[src/rtl/sapd_pkg.sv]
// Shared types and constants for the six-axis serial packet decoder.
`default_nettype none

package sapd_pkg;

    localparam int unsigned STORE_DEPTH = 12;
    localparam int unsigned STORE_IDX_W = 4;
    localparam int unsigned BYTE_W      = 7;
    localparam int unsigned AXIS_W      = 10;
    localparam int unsigned KEY_LEN     = 9;

    // packet type bytes
    localparam logic [BYTE_W-1:0] TYPE_MOTION = 7'h44;  // 'D'
    localparam logic [BYTE_W-1:0] TYPE_KEYS   = 7'h4b;  // 'K'
    localparam logic [BYTE_W-1:0] TYPE_ERROR  = 7'h45;  // 'E'

    localparam logic [3:0] LEN_MOTION = 4'd12;
    localparam logic [3:0] LEN_KEYS   = 4'd5;
    localparam logic [3:0] LEN_ERROR  = 4'd4;

    localparam logic [1:0] KIND_MOTION = 2'd0;
    localparam logic [1:0] KIND_KEYS   = 2'd1;
    localparam logic [1:0] KIND_ERROR  = 2'd2;

    // descramble key "SpaceWare", applied to bytes 2..10 of a motion packet
    localparam logic [BYTE_W-1:0] DESCRAMBLE_KEY [KEY_LEN] = '{
        7'h53, 7'h70, 7'h61, 7'h63, 7'h65, 7'h57, 7'h61, 7'h72, 7'h65
    };

    typedef logic [BYTE_W-1:0] t_byte7;

    typedef struct packed {
        logic [1:0]               kind;
        logic signed [AXIS_W-1:0] axis_x;
        logic signed [AXIS_W-1:0] axis_y;
        logic signed [AXIS_W-1:0] axis_z;
        logic signed [AXIS_W-1:0] axis_rx;
        logic signed [AXIS_W-1:0] axis_ry;
        logic signed [AXIS_W-1:0] axis_rz;
        logic [BYTE_W-1:0]        buttons;
        logic [BYTE_W-1:0]        error_flags;
    } t_result;

endpackage

`default_nettype wire

[src/rtl/sapd_decode.sv]
// Combinational decode of a closed packet from the stored bytes.
`default_nettype none

module sapd_decode #(
    parameter int unsigned CNT_W = 7
) (
    input  sapd_pkg::t_byte7  i_bytes [sapd_pkg::STORE_DEPTH],
    input  logic [CNT_W-1:0]  i_count,
    input  sapd_pkg::t_byte7  i_xor,
    output logic              o_valid,
    output sapd_pkg::t_result o_result
);
    import sapd_pkg::*;

    t_byte7      d [STORE_DEPTH];
    logic        base_ok;
    logic        is_len4;
    logic        is_len5;
    logic        is_len12;
    logic        is_motion;
    logic        is_keys;
    logic        is_error;

    always_comb begin
        for (int k = 0; k < STORE_DEPTH; k++) begin
            d[k] = i_bytes[k];
        end
        for (int k = 0; k < KEY_LEN; k++) begin
            d[k+2] = i_bytes[k+2] ^ DESCRAMBLE_KEY[k];
        end
    end

    assign base_ok   = (i_count >= CNT_W'(2)) && (i_xor == '0);
    assign is_len4   = (i_count == CNT_W'(LEN_ERROR));
    assign is_len5   = (i_count == CNT_W'(LEN_KEYS));
    assign is_len12  = (i_count == CNT_W'(LEN_MOTION));
    assign is_motion = base_ok && (i_bytes[0] == TYPE_MOTION) && is_len12;
    assign is_keys   = base_ok && (i_bytes[0] == TYPE_KEYS) && is_len5;
    assign is_error  = base_ok && (i_bytes[0] == TYPE_ERROR) && is_len4;
    assign o_valid   = is_motion || is_keys || is_error;

    always_comb begin
        o_result = '0;
        if (is_motion) begin
            o_result.kind    = KIND_MOTION;
            o_result.axis_x  = {d[2], d[3][6:4]};
            o_result.axis_y  = {d[3][3:0], d[4][6:1]};
            // the 'E'-style overlap: bit 0 of byte 4 tops it, bits 6:5 fill the bottom
            o_result.axis_z  = {d[4][0], d[5], d[4][6:5]};
            o_result.axis_rx = {d[6][4:0], d[7][6:2]};
            o_result.axis_ry = {d[7][1:0], d[8][6:0], d[7][6]};
            o_result.axis_rz = {d[9][5:0], d[10][6:3]};
            o_result.buttons = i_bytes[1];
        end else if (is_keys) begin
            o_result.kind    = KIND_KEYS;
            o_result.buttons = i_bytes[2];
        end else if (is_error) begin
            o_result.kind        = KIND_ERROR;
            o_result.error_flags = i_bytes[1];
        end
    end

endmodule

`default_nettype wire

[src/rtl/six_axis_serial_packet_decoder.sv]
// Top level: byte collection, packet close and registered result stream.
//
//  channel   dir  handshake                     payload
//  s_axis    in   i_s_axis_tvalid/o_s_axis_tready  tdata[7:0] rx_byte
//  m_axis    out  o_m_axis_tvalid/i_m_axis_tready  tuser kind, tdata axes/buttons/errors
//
// One byte per cycle while s_axis is ready. A start byte closes the open packet and
// a valid result is registered at the same edge; it appears on m_axis the cycle after.
// Synchronous active-low reset clears the count, running XOR and result valid.
// s_axis is held off only while a result waits and m_axis is stalled.
`default_nettype none

module six_axis_serial_packet_decoder #(
    parameter int unsigned BUFFER_LIMIT = 64
) (
    input  logic        i_clk,
    input  logic        i_rst_n,
    input  logic        i_s_axis_tvalid,
    output logic        o_s_axis_tready,
    input  logic [7:0]  i_s_axis_tdata,   // [7:0] rx_byte
    output logic        o_m_axis_tvalid,
    input  logic        i_m_axis_tready,
    output logic [79:0] o_m_axis_tdata,   // [9:0] axis_x, [19:10] axis_y, [29:20] axis_z,
                                          // [39:30] axis_rx, [49:40] axis_ry,
                                          // [59:50] axis_rz, [66:60] buttons,
                                          // [73:67] error_flags, [79:74] zero
    output logic [1:0]  o_m_axis_tuser    // [1:0] kind
);
    import sapd_pkg::*;

    localparam int unsigned CNT_W = $clog2(BUFFER_LIMIT + 1);

    t_byte7            r_bytes [STORE_DEPTH];
    logic [CNT_W-1:0]  r_count;
    logic [CNT_W-1:0]  n_count;
    t_byte7            r_xor;
    t_byte7            n_xor;
    logic              r_valid;
    t_result           r_result;

    logic              s_accept;
    logic              start;
    logic [CNT_W-1:0]  base_count;
    t_byte7            base_xor;
    t_byte7            val;
    logic              room;
    logic              store_en;
    logic              close_valid;
    t_result           close_result;

    assign o_s_axis_tready = !r_valid || i_m_axis_tready;
    assign s_accept        = i_s_axis_tvalid && o_s_axis_tready;
    assign start           = !i_s_axis_tdata[7];
    assign val             = i_s_axis_tdata[6:0];

    // a start byte restarts the packet before it is stored
    assign base_count = start ? '0 : r_count;
    assign base_xor   = start ? '0 : r_xor;
    assign room       = base_count < CNT_W'(BUFFER_LIMIT);
    assign store_en   = s_accept && room && (base_count < CNT_W'(STORE_DEPTH));
    assign n_count    = room ? base_count + CNT_W'(1) : base_count;
    assign n_xor      = room ? base_xor ^ val : base_xor;

    sapd_decode #(
        .CNT_W (CNT_W)
    ) u_decode (
        .i_bytes  (r_bytes),
        .i_count  (r_count),
        .i_xor    (r_xor),
        .o_valid  (close_valid),
        .o_result (close_result)
    );

    always_ff @(posedge i_clk) begin
        if (!i_rst_n) begin
            r_count <= '0;
            r_xor   <= '0;
        end else if (s_accept) begin
            r_count <= n_count;
            r_xor   <= n_xor;
        end
    end

    always_ff @(posedge i_clk) begin
        if (store_en) begin
            r_bytes[base_count[STORE_IDX_W-1:0]] <= val;
        end
    end

    always_ff @(posedge i_clk) begin
        if (!i_rst_n) begin
            r_valid <= 1'b0;
        end else if (s_accept && start && close_valid) begin
            r_valid <= 1'b1;
        end else if (i_m_axis_tready) begin
            r_valid <= 1'b0;
        end
    end

    always_ff @(posedge i_clk) begin
        if (s_accept && start && close_valid) begin
            r_result <= close_result;
        end
    end

    assign o_m_axis_tvalid = r_valid;
    assign o_m_axis_tuser  = r_result.kind;
    assign o_m_axis_tdata  = {6'b0, r_result.error_flags, r_result.buttons,
                              r_result.axis_rz, r_result.axis_ry, r_result.axis_rx,
                              r_result.axis_z, r_result.axis_y, r_result.axis_x};

endmodule

`default_nettype wire
[config.mk]
export PLATFORM = sky130hd
export DESIGN_NAME = six_axis_serial_packet_decoder
export DESIGN_NICKNAME = d
export VERILOG_FILES = /design/src/rtl/sapd_pkg.sv /design/src/rtl/sapd_decode.sv /design/src/rtl/six_axis_serial_packet_decoder.sv
export SDC_FILE = /design/constraint.sdc
export NUM_CORES = 1
export LEC_CHECK = 0
export BUFFER_PORTS_ARGS = -buffer_cell sky130_fd_sc_hd__buf_2
export CAP_MARGIN = 40
export CORE_AREA = 2 2 119 121
export DETAILED_ROUTE_END_ITERATION = 8
export DIE_AREA = 0 0 121 123
export HOLD_SLACK_MARGIN = 0.02
export PLACE_DENSITY = 0.86
export SLEW_MARGIN = 20
export SYNTH_ARGS = -nofsm -noshare
export SYNTH_HDL_FRONTEND = slang
export SYNTH_HIERARCHICAL = 1
export SYNTH_SLANG_ARGS = --single-unit
[constraint.sdc]
create_clock -name i_clk -period 3.5 [get_ports i_clk]
set_clock_uncertainty 0.05 [all_clocks]
set_input_delay 0.7 -clock i_clk [delete_from_list [all_inputs] [get_ports i_clk]]
set_output_delay 0.7 -clock i_clk [all_outputs]
set_load 0.02 [all_outputs]
; Yosys cells after proc, flatten, opt, wreduce, memory -nomap -nowiden
; Index checks and enable logic that the tools add are counted.
[word_totals]
register_bits = 175
word_cells = 84
[classes]
addsub = 1
magnitude_cmp = 5
eq_ne = 6
muxes = 13
bitwise = 12
n_reduce_logical = 22
[ops]
columns = op, count
row1 = bitwise mux 84 bit, 1
row2 = two-way mux 7 bit, 7
row3 = demux 7 bit (select 4 bit), 1
row4 = == test 7 bit (second input constant), 3
row5 = == test 7 x 3 -> 1 bit (second input constant), 2
row6 = logical AND 1 bit, 13
row7 = inverter 3 bit, 4
row8 = inverter 4 bit, 3
row9 = adder 7 x 1 -> 7 bit (second input constant), 1
row10 = == test 7 x 4 -> 1 bit (second input constant), 1
row11 = greater-or-equal comparator 7 x 2 -> 1 bit (second input constant), 1
row12 = zero test 7 bit, 1
row13 = < comparator 7 x 4 -> 1 bit (second input constant), 1
row14 = < comparator 7 bit (second input constant), 1
row15 = XOR 7 bit, 1
row16 = greater-or-equal comparator 5 bit (second input constant), 1
row17 = < comparator 5 x 1 -> 1 bit (second input constant), 1
row18 = inverter 4 -> 5 bit, 1
row19 = inverter 5 bit, 1
row20 = logical OR 1 bit, 3
row21 = two-way mux 1 bit, 3
row22 = OR reduction 3 bit, 1
row23 = zero test 1 bit, 2
row24 = two-way mux 2 bit, 1
row25 = 4 further kinds, 4

; Depth between registers and ports, before layout
; Gate-level depths: netlist of the first run.
[depth]
word_depth = 8
ltp_mapped = 8
mapped_depth_nobuf = 7

; Modules after synthesis
; Netlist of the first run, hierarchy kept.
[modules_own_cells]
columns = module, instances, cells_per_inst, area_per_inst_um2
row1 = six_axis_serial_packet_decoder, 1, 284, 5844.4
row2 = sapd_decode, 1, 168, 1089.8

; Worst setup path after synthesis of the first run
; Ideal clock, no wire load.
[synth_timing]
path_kind = reg2reg
from = reg r_count[3]
to = reg r_result, in the netlist o_m_axis_tdata[0], enable pin
arrival_ns = 3.075
required_time_ns = 3.006
setup_slack_ns = -0.069
stages_incl_launch_ff = 6
n_path_buf = 1
synth_period_minus_slack_ns = 3.569
path_cell_list = dfxtp_1 -> nor2b_1 -> clkbuf_1 -> o211ai_1 -> a21oi_1 -> and2_1
[synth_between]
elab_chain_cells = 7
elab_cells_between_ends = 14
classes_between = order compare: 1 / eq/ne: 3 / reduce/logical: 10
[synth_rtl]
columns = item, line_no
row1 = start: declaration, six_axis_serial_packet_decoder.sv:34  ; logic [CNT_W-1:0] r_count;
row2 = start signal: assignment, six_axis_serial_packet_decoder.sv:79  ; r_count <= n_count;
row3 = greater-or-equal comparator 7 x 2 -> 1 bit, sapd_decode.sv:33  ; assign base_ok = (i_count >= CNT_W'(2)) && (i_xor == '0);
row4 = logical AND 1 bit, sapd_decode.sv:33
row5 = logical AND 1 bit (on tied branches) (2 in a row), "sapd_decode.sv:37, sapd_decode.sv:38"
row6 = logical OR 1 bit, sapd_decode.sv:40  ; assign o_valid = is_motion || is_keys || is_error;
row7 = logical OR 1 bit *, sapd_decode.sv:40
row8 = named net close_valid, six_axis_serial_packet_decoder.sv:48  ; logic close_valid;
row9 = logical AND 1 bit *, six_axis_serial_packet_decoder.sv:101  ; if (s_accept && start && close_valid) begin
row10 = end signal: assignment, six_axis_serial_packet_decoder.sv:102  ; r_result <= close_result;
row11 = end: declaration, six_axis_serial_packet_decoder.sv:39  ; t_result r_result;
; The timed path passes the listed nets; every way through them passes the cells marked *.
; A chain may end at the register's enable or synchronous reset.

; Worst setup path in the final report of the first run
[layout_timing]
from = reg r_bytes[79] in the netlist's numbering
to = reg r_result, in the netlist o_m_axis_tdata[34], enable pin
[layout_between]
elab_chain_cells = 6
elab_cells_between_ends = 12
classes_between = eq/ne: 3 / reduce/logical: 9
[layout_rtl]
columns = item, line_no
row1 = start: declaration, six_axis_serial_packet_decoder.sv:33  ; t_byte7 r_bytes [STORE_DEPTH];
row2 = start signal: indexed assignment, six_axis_serial_packet_decoder.sv:86  ; r_bytes[base_count[STORE_IDX_W-1:0]] <= val;
row3 = == test 7 bit (on tied branches), "sapd_decode.sv:37, sapd_decode.sv:38"
row4 = logical AND 1 bit (on tied branches) (2 in a row), "sapd_decode.sv:37, sapd_decode.sv:38"
row5 = logical OR 1 bit, sapd_decode.sv:40
row6 = logical OR 1 bit *, sapd_decode.sv:40
row7 = named net close_valid, six_axis_serial_packet_decoder.sv:48
row8 = logical AND 1 bit *, six_axis_serial_packet_decoder.sv:101
; Marked as above.

==> results of run 1 <==
## power groups by stage
| stage | logic (µW) | clock network [µW] | registers, µW |
|---|---|---|---|
| finish | 110 | 1970 | 2130 |
| global route | 122 | 2070 | 2130 |
| CTS | 108 | 1990 | 2130 |
| detailed placement | 106 | 0 | 2170 |
| global placement | 102 | 0 | 2170 |
| floorplan | 78.9 | 0 | 2160 |
## final cells by class
class                      instances  share of cell area
clock buffer                      17              0.0549
clock inverter                    15              0.0276
inverter                           6             0.00291
multi-input combinational        235               0.206
sequential                       162               0.608
tap                              180              0.0291
timing repair buffer              96              0.0710
## worst min-delay path by stage
stage / startpoint / endpoint / slack (ps) / cells after the start
after detailed placement: r_bytes[32] / o_m_axis_tdata[32] / 480 / 1
final: r_bytes[32] / o_m_axis_tdata[32] / 490 / 1
after global placement: r_bytes[62] / o_m_axis_tdata[2] / 480 / 1
after floorplan: r_bytes[62] / o_m_axis_tdata[2] / 460 / 1
after CTS: r_bytes[32] / o_m_axis_tdata[32] / 490 / 1
after global routing: r_bytes[32] / o_m_axis_tdata[32] / 500 / 1
## metrics by stage
stage                     area [µm²]  hold slack (ps)  instances
final                           7750              489        711
after global routing            7750              503        711
after CTS                       7700              491        709
after detailed placement        7060              484        677
after global placement          7040              482        676
after floorplan                 6560              462        443
## metal layers
layer | vias up | global-route usage | wire length (µm)
met4 | 0 | 0.0719 | 256
met1 | 1880 | 0.234 | 5290
met5 | - | 0 | 0
li1 | 1812 | - | -
met3 | 30 | 0.0549 | 1100
met2 | 225 | 0.285 | 6330
## state kept, by name, indices dropped and copies added (netlist names)
signal,flops
o_m_axis_tdata,74
r_bytes,71
r_count,7
r_xor,7
o_m_axis_tuser,2
o_m_axis_tvalid,1
## worst register-to-register path: stages (launching register included)
cell and delay [ps]:
edfxtp_1 510, nor4b_4 480, nand4_1 210, a21oi_1 170, and2_4 300, buf_16 300
==> flow_metrics.env, run 1 <==
export IMPL_status="completed"
export IMPL_cts_tree="done"
export IMPL_final_util=0.569
export IMPL_cts_root_buffer="clkbuf_16"
export IMPL_reg2reg_to="o_m_axis_tdata[34]"
export IMPL_grt_pass1_wl_um=19800
export IMPL_drcViolationCount=0
export IMPL_overflow=0
export IMPL_worst_slack_ps=1090
export IMPL_core_um2=13600
export IMPL_synthCells=438
export IMPL_crit_path_end="o_m_axis_tdata[34]"
export IMPL_io_buffers=89
export IMPL_finalNetCount=534
export IMPL_clkSlewWorstSetupHoldPaths_ps=60
export IMPL_path_depth=5
export IMPL_finalHoldViolCount=0
export IMPL_max_freq_mhz=414
export IMPL_regArea_um2=4710
export IMPL_num_vias=3947
export IMPL_rows=43
export IMPL_fillCellCount=1029
export IMPL_first_pass_iters=5
export IMPL_worst_path_max_fanout=65
export IMPL_post_cts_buffers=0
export IMPL_leakagePower_uw=0.00261
export IMPL_cp_required_ps=3530
export IMPL_grt_usage=0.180
export IMPL_totalPowerFinal_uw=4210
export IMPL_final_cell_mix="147 x edfxtp_1, 89 x buf_2, 45 x nand2_1"
export IMPL_io_pins=96
export IMPL_syn_avg_cell_area_um2=14.9
export IMPL_switchingPower_uw=807
export IMPL_power_switching_share=0.192
export IMPL_wl_um=13000
export IMPL_critPathTopFamily="simple AND/OR/NAND/NOR gates"
export IMPL_r2r_start="r_bytes[79]"
export IMPL_end_kind="flip-flop"
export IMPL_min_period_over_period=0.690
export IMPL_yosysWarnings=6
export IMPL_insertedDiodeCount=0
export IMPL_worst_setup_path_type="reg -> reg"
export IMPL_synthToLayoutAreaGrowth_pct=18.5
export IMPL_clock_sinks=162
export IMPL_fin_crit_ps=2410
export IMPL_syn_area_um2=6540
export IMPL_r2r_setup_slack_ps=1090
export IMPL_p_comb_frac=0.026
export IMPL_max_cap_violations=0
export IMPL_critPathSlowestCell="edfxtp_1"
export IMPL_r2r_cells=5
export IMPL_p_int_uw=3400
export IMPL_gp_congestion=0.915
export IMPL_post_cts_resized=0
export IMPL_viasPerCell=5.55
export IMPL_worst_slew_margin_rel=0.596
export IMPL_timing_critical_path_from_type="flip-flop"
export IMPL_chipHeight_um=123
export IMPL_drive_gt1_frac=0.316
export IMPL_antenna_found_initial=0
export IMPL_critPathLaunch="r_bytes[79]"
export IMPL_drtAntennaViolNets=0
export IMPL_drt_iter0_markers=412
export IMPL_worst_path_largest_cell_delay_ps=510
export IMPL_p_per_area_nw_per_um2=543
export IMPL_clockBufferDepth=2
export IMPL_dp_slack_ps=1100
export IMPL_worstPathArrival_ps=2450
export IMPL_multi_input_area_um2=1600
export IMPL_pwr_share_clk=0.468
export IMPL_die_width_um=121
export IMPL_htreeDepth=4
export IMPL_min_path_type="reg -> reg"
export IMPL_start_util=0.480
export IMPL_maxSlewViolCount=0
export IMPL_worst_pin_slew_ps=605
export IMPL_cts_hold_buf=0
export IMPL_wl_per_cell_um=18.2
export IMPL_dp_hpwl_um=8350
export IMPL_cts_buffers=17
export IMPL_layout_commonest_cell="edfxtp_1"
export IMPL_seqPwrFrac=0.505
export IMPL_crit_path_cell_trace="nor4b_4 -> nand4_1 -> a21oi_1 -> and2_4 -> buf_16"
export IMPL_worst_path_buf_inv=1
export IMPL_grt_pass1_vias=3663
export IMPL_grt_max_degree=74
export IMPL_setup_viol=0
export IMPL_finalSetupTns_ps=0
export IMPL_rsz0062_at_grt="false"
export IMPL_clk_latency_ps=420
export IMPL_vdd_drop_max_v=0.000421
export IMPL_die_area_um2=14900
No activity file was read; power rests on OpenSTA's default activity.
==> run 2, diff against run 1 <==
ABC_AREA = 1   (was default)
PLACE_DENSITY = 0.85   (was 0.86)
clock period = 2 ns   (was 3.5 ns; I/O delays follow)
==> flow_metrics.env, run 2 <==
export IMPL_leakagePower_uw=0.00337
export IMPL_die_width_um=121
export IMPL_whs_endpoint="r_xor[2]"
export IMPL_first_pass_iters=5
export IMPL_hold_depth=3
export IMPL_io_pins=96
export IMPL_core_um2=13600
export IMPL_max_cap_violations=0
export IMPL_synthCells=505
export IMPL_vdd_drop_max_v=0.000626
export IMPL_start_util=0.467
export IMPL_cts_buffers=17
export IMPL_final_cell_mix="147 x edfxtp_1, 94 x nor2_1, 89 x buf_2"
export IMPL_r2r_cells=10
export IMPL_syn_area_um2=6350
export IMPL_cp_required_ps=2080
export IMPL_p_per_area_nw_per_um2=897
export IMPL_layout_commonest_cell="edfxtp_1"
export IMPL_drtAntennaViolNets=0
export IMPL_wl_um=11700
export IMPL_r2r_start="r_bytes[81]"
export IMPL_grt_max_degree=58
export IMPL_crit_path_cell_trace="inv_1 -> nand2_1 -> nor2_1 -> nand2_2 -> nor2_2 -> nand2_1 -> nand3_2 -> nand2_2 -> clkinvlp_4 -> clkbuf_16"
export IMPL_fin_cells=812
export IMPL_grt_usage=0.166
export IMPL_antenna_found_initial=0
export IMPL_end_kind="flip-flop"
export IMPL_min_period_over_period=0.945
export IMPL_io_buffers=89
export IMPL_rsz0062_at_grt="true"
export IMPL_worstHoldStart="i_rst_n"
export IMPL_syn_avg_cell_area_um2=12.6
export IMPL_clock_sinks=162
export IMPL_gp_congestion=0.857
export IMPL_insertedDiodeCount=0
export IMPL_placedCellCount=779
export IMPL_worst_path_largest_cell_delay_ps=360
export IMPL_num_vias=3753
export IMPL_dp_slack_ps=79.8
export IMPL_drt_iter0_markers=326
export IMPL_chipHeight_um=123
export IMPL_grt_pass1_wl_um=18400
export IMPL_finalHoldViolCount=0
export IMPL_viasPerCell=4.62
export IMPL_worstPathArrival_ps=1970
export IMPL_maxSlewViolCount=0
export IMPL_clk_latency_ps=420
export IMPL_min_path_type="in -> reg"
export IMPL_grt_pass1_vias=3646
export IMPL_finalSetupTns_ps=0
export IMPL_finalNetCount=635
export IMPL_cts_tree="done"
export IMPL_overflow=0
export IMPL_worst_setup_path_type="reg -> reg"
export IMPL_max_freq_mhz=529
export IMPL_wl_per_cell_um=14.4
export IMPL_reg2reg_to="o_m_axis_tdata[41]"
export IMPL_status="completed"
export IMPL_post_cts_buffers=0
export IMPL_cts_hold_buf=0
export IMPL_synthToLayoutAreaGrowth_pct=20.6
export IMPL_largest_reg_flops=74
export IMPL_fin_crit_ps=1890
export IMPL_r2r_setup_slack_ps=110
export IMPL_worst_slack_ps=109
export IMPL_rows=43
export IMPL_die_area_um2=14900
export IMPL_timing_critical_path_from_type="flip-flop"
export IMPL_yosysWarnings=6
export IMPL_clkSlewWorstSetupHoldPaths_ps=60
export IMPL_dp_hpwl_um=7740
export IMPL_worst_path_max_fanout=17
export IMPL_cts_root_buffer="clkbuf_16"
export IMPL_drcViolationCount=0
export IMPL_clockBufferDepth=2
export IMPL_htreeDepth=4
export IMPL_setup_viol=0
export IMPL_critPathSlowestCell="edfxtp_1"
export IMPL_drive_gt1_frac=0.290
run 2: area by class of cell:
type                    count  area (µm²)
well taps                 180         225
flip-flops and latches    162        4720
fillers                  1043        5950
clock buffers              23         468
inverters                  72         274
multi-input cells         256        1230
clock inverters             9        85.1
repair buffers            110         658
run 2: what timing repair did:
item                       CTS  global route
setup endpoints to repair    0            43
gates resized for setup      0             3
hold endpoints to repair     0             0
run 2: stage by stage:
step,power (µW),utilization,hold WS (ps),cell area (µm²)
after global routing,7080,0.563,286,7660
final,6870,0.563,290,7660
after CTS,6920,0.561,272,7630
after global placement,3950,0.520,431,7080
after detailed placement,3960,0.520,439,7080
after floorplan,3890,-,405,6390
run 2: worst max path at each step:
| stage | from | endpoint | cells past startpoint |
|---|---|---|---|
| after floorplan | r_count[2] | o_m_axis_tdata[0] | 9 |
| after global placement | i_s_axis_tdata[7] | r_bytes[58] | 7 |
| after detailed placement | r_bytes[81] | o_m_axis_tdata[58] | 10 |
| after CTS | r_bytes[81] | o_m_axis_tdata[52] | 10 |
| after global routing | r_bytes[81] | o_m_axis_tdata[41] | 10 |
| final | r_bytes[81] | o_m_axis_tdata[41] | 10 |
run 2: critical path, delay by kind of cell (launching register included):
kind,cells,cell delay (ps)
buffers and inverters,3,470
flip-flops,1,360
AND/OR/NAND/NOR,7,710
run 2: power by group:
part,leakage (µW),internal (µW),switching [µW]
Sequential,0.00158,3690,16.0
Combinational,0.00153,46.4,133
Clock,0.000263,1770,1210
run 2: routing by layer:
layer,global-route usage,up-vias,part of all wire
li1,-,1849,-
met1,0.210,1753,0.42
met2,0.263,134,0.49
met3,0.0544,17,0.077
met4,0.0749,0,0.013
met5,0,-,0
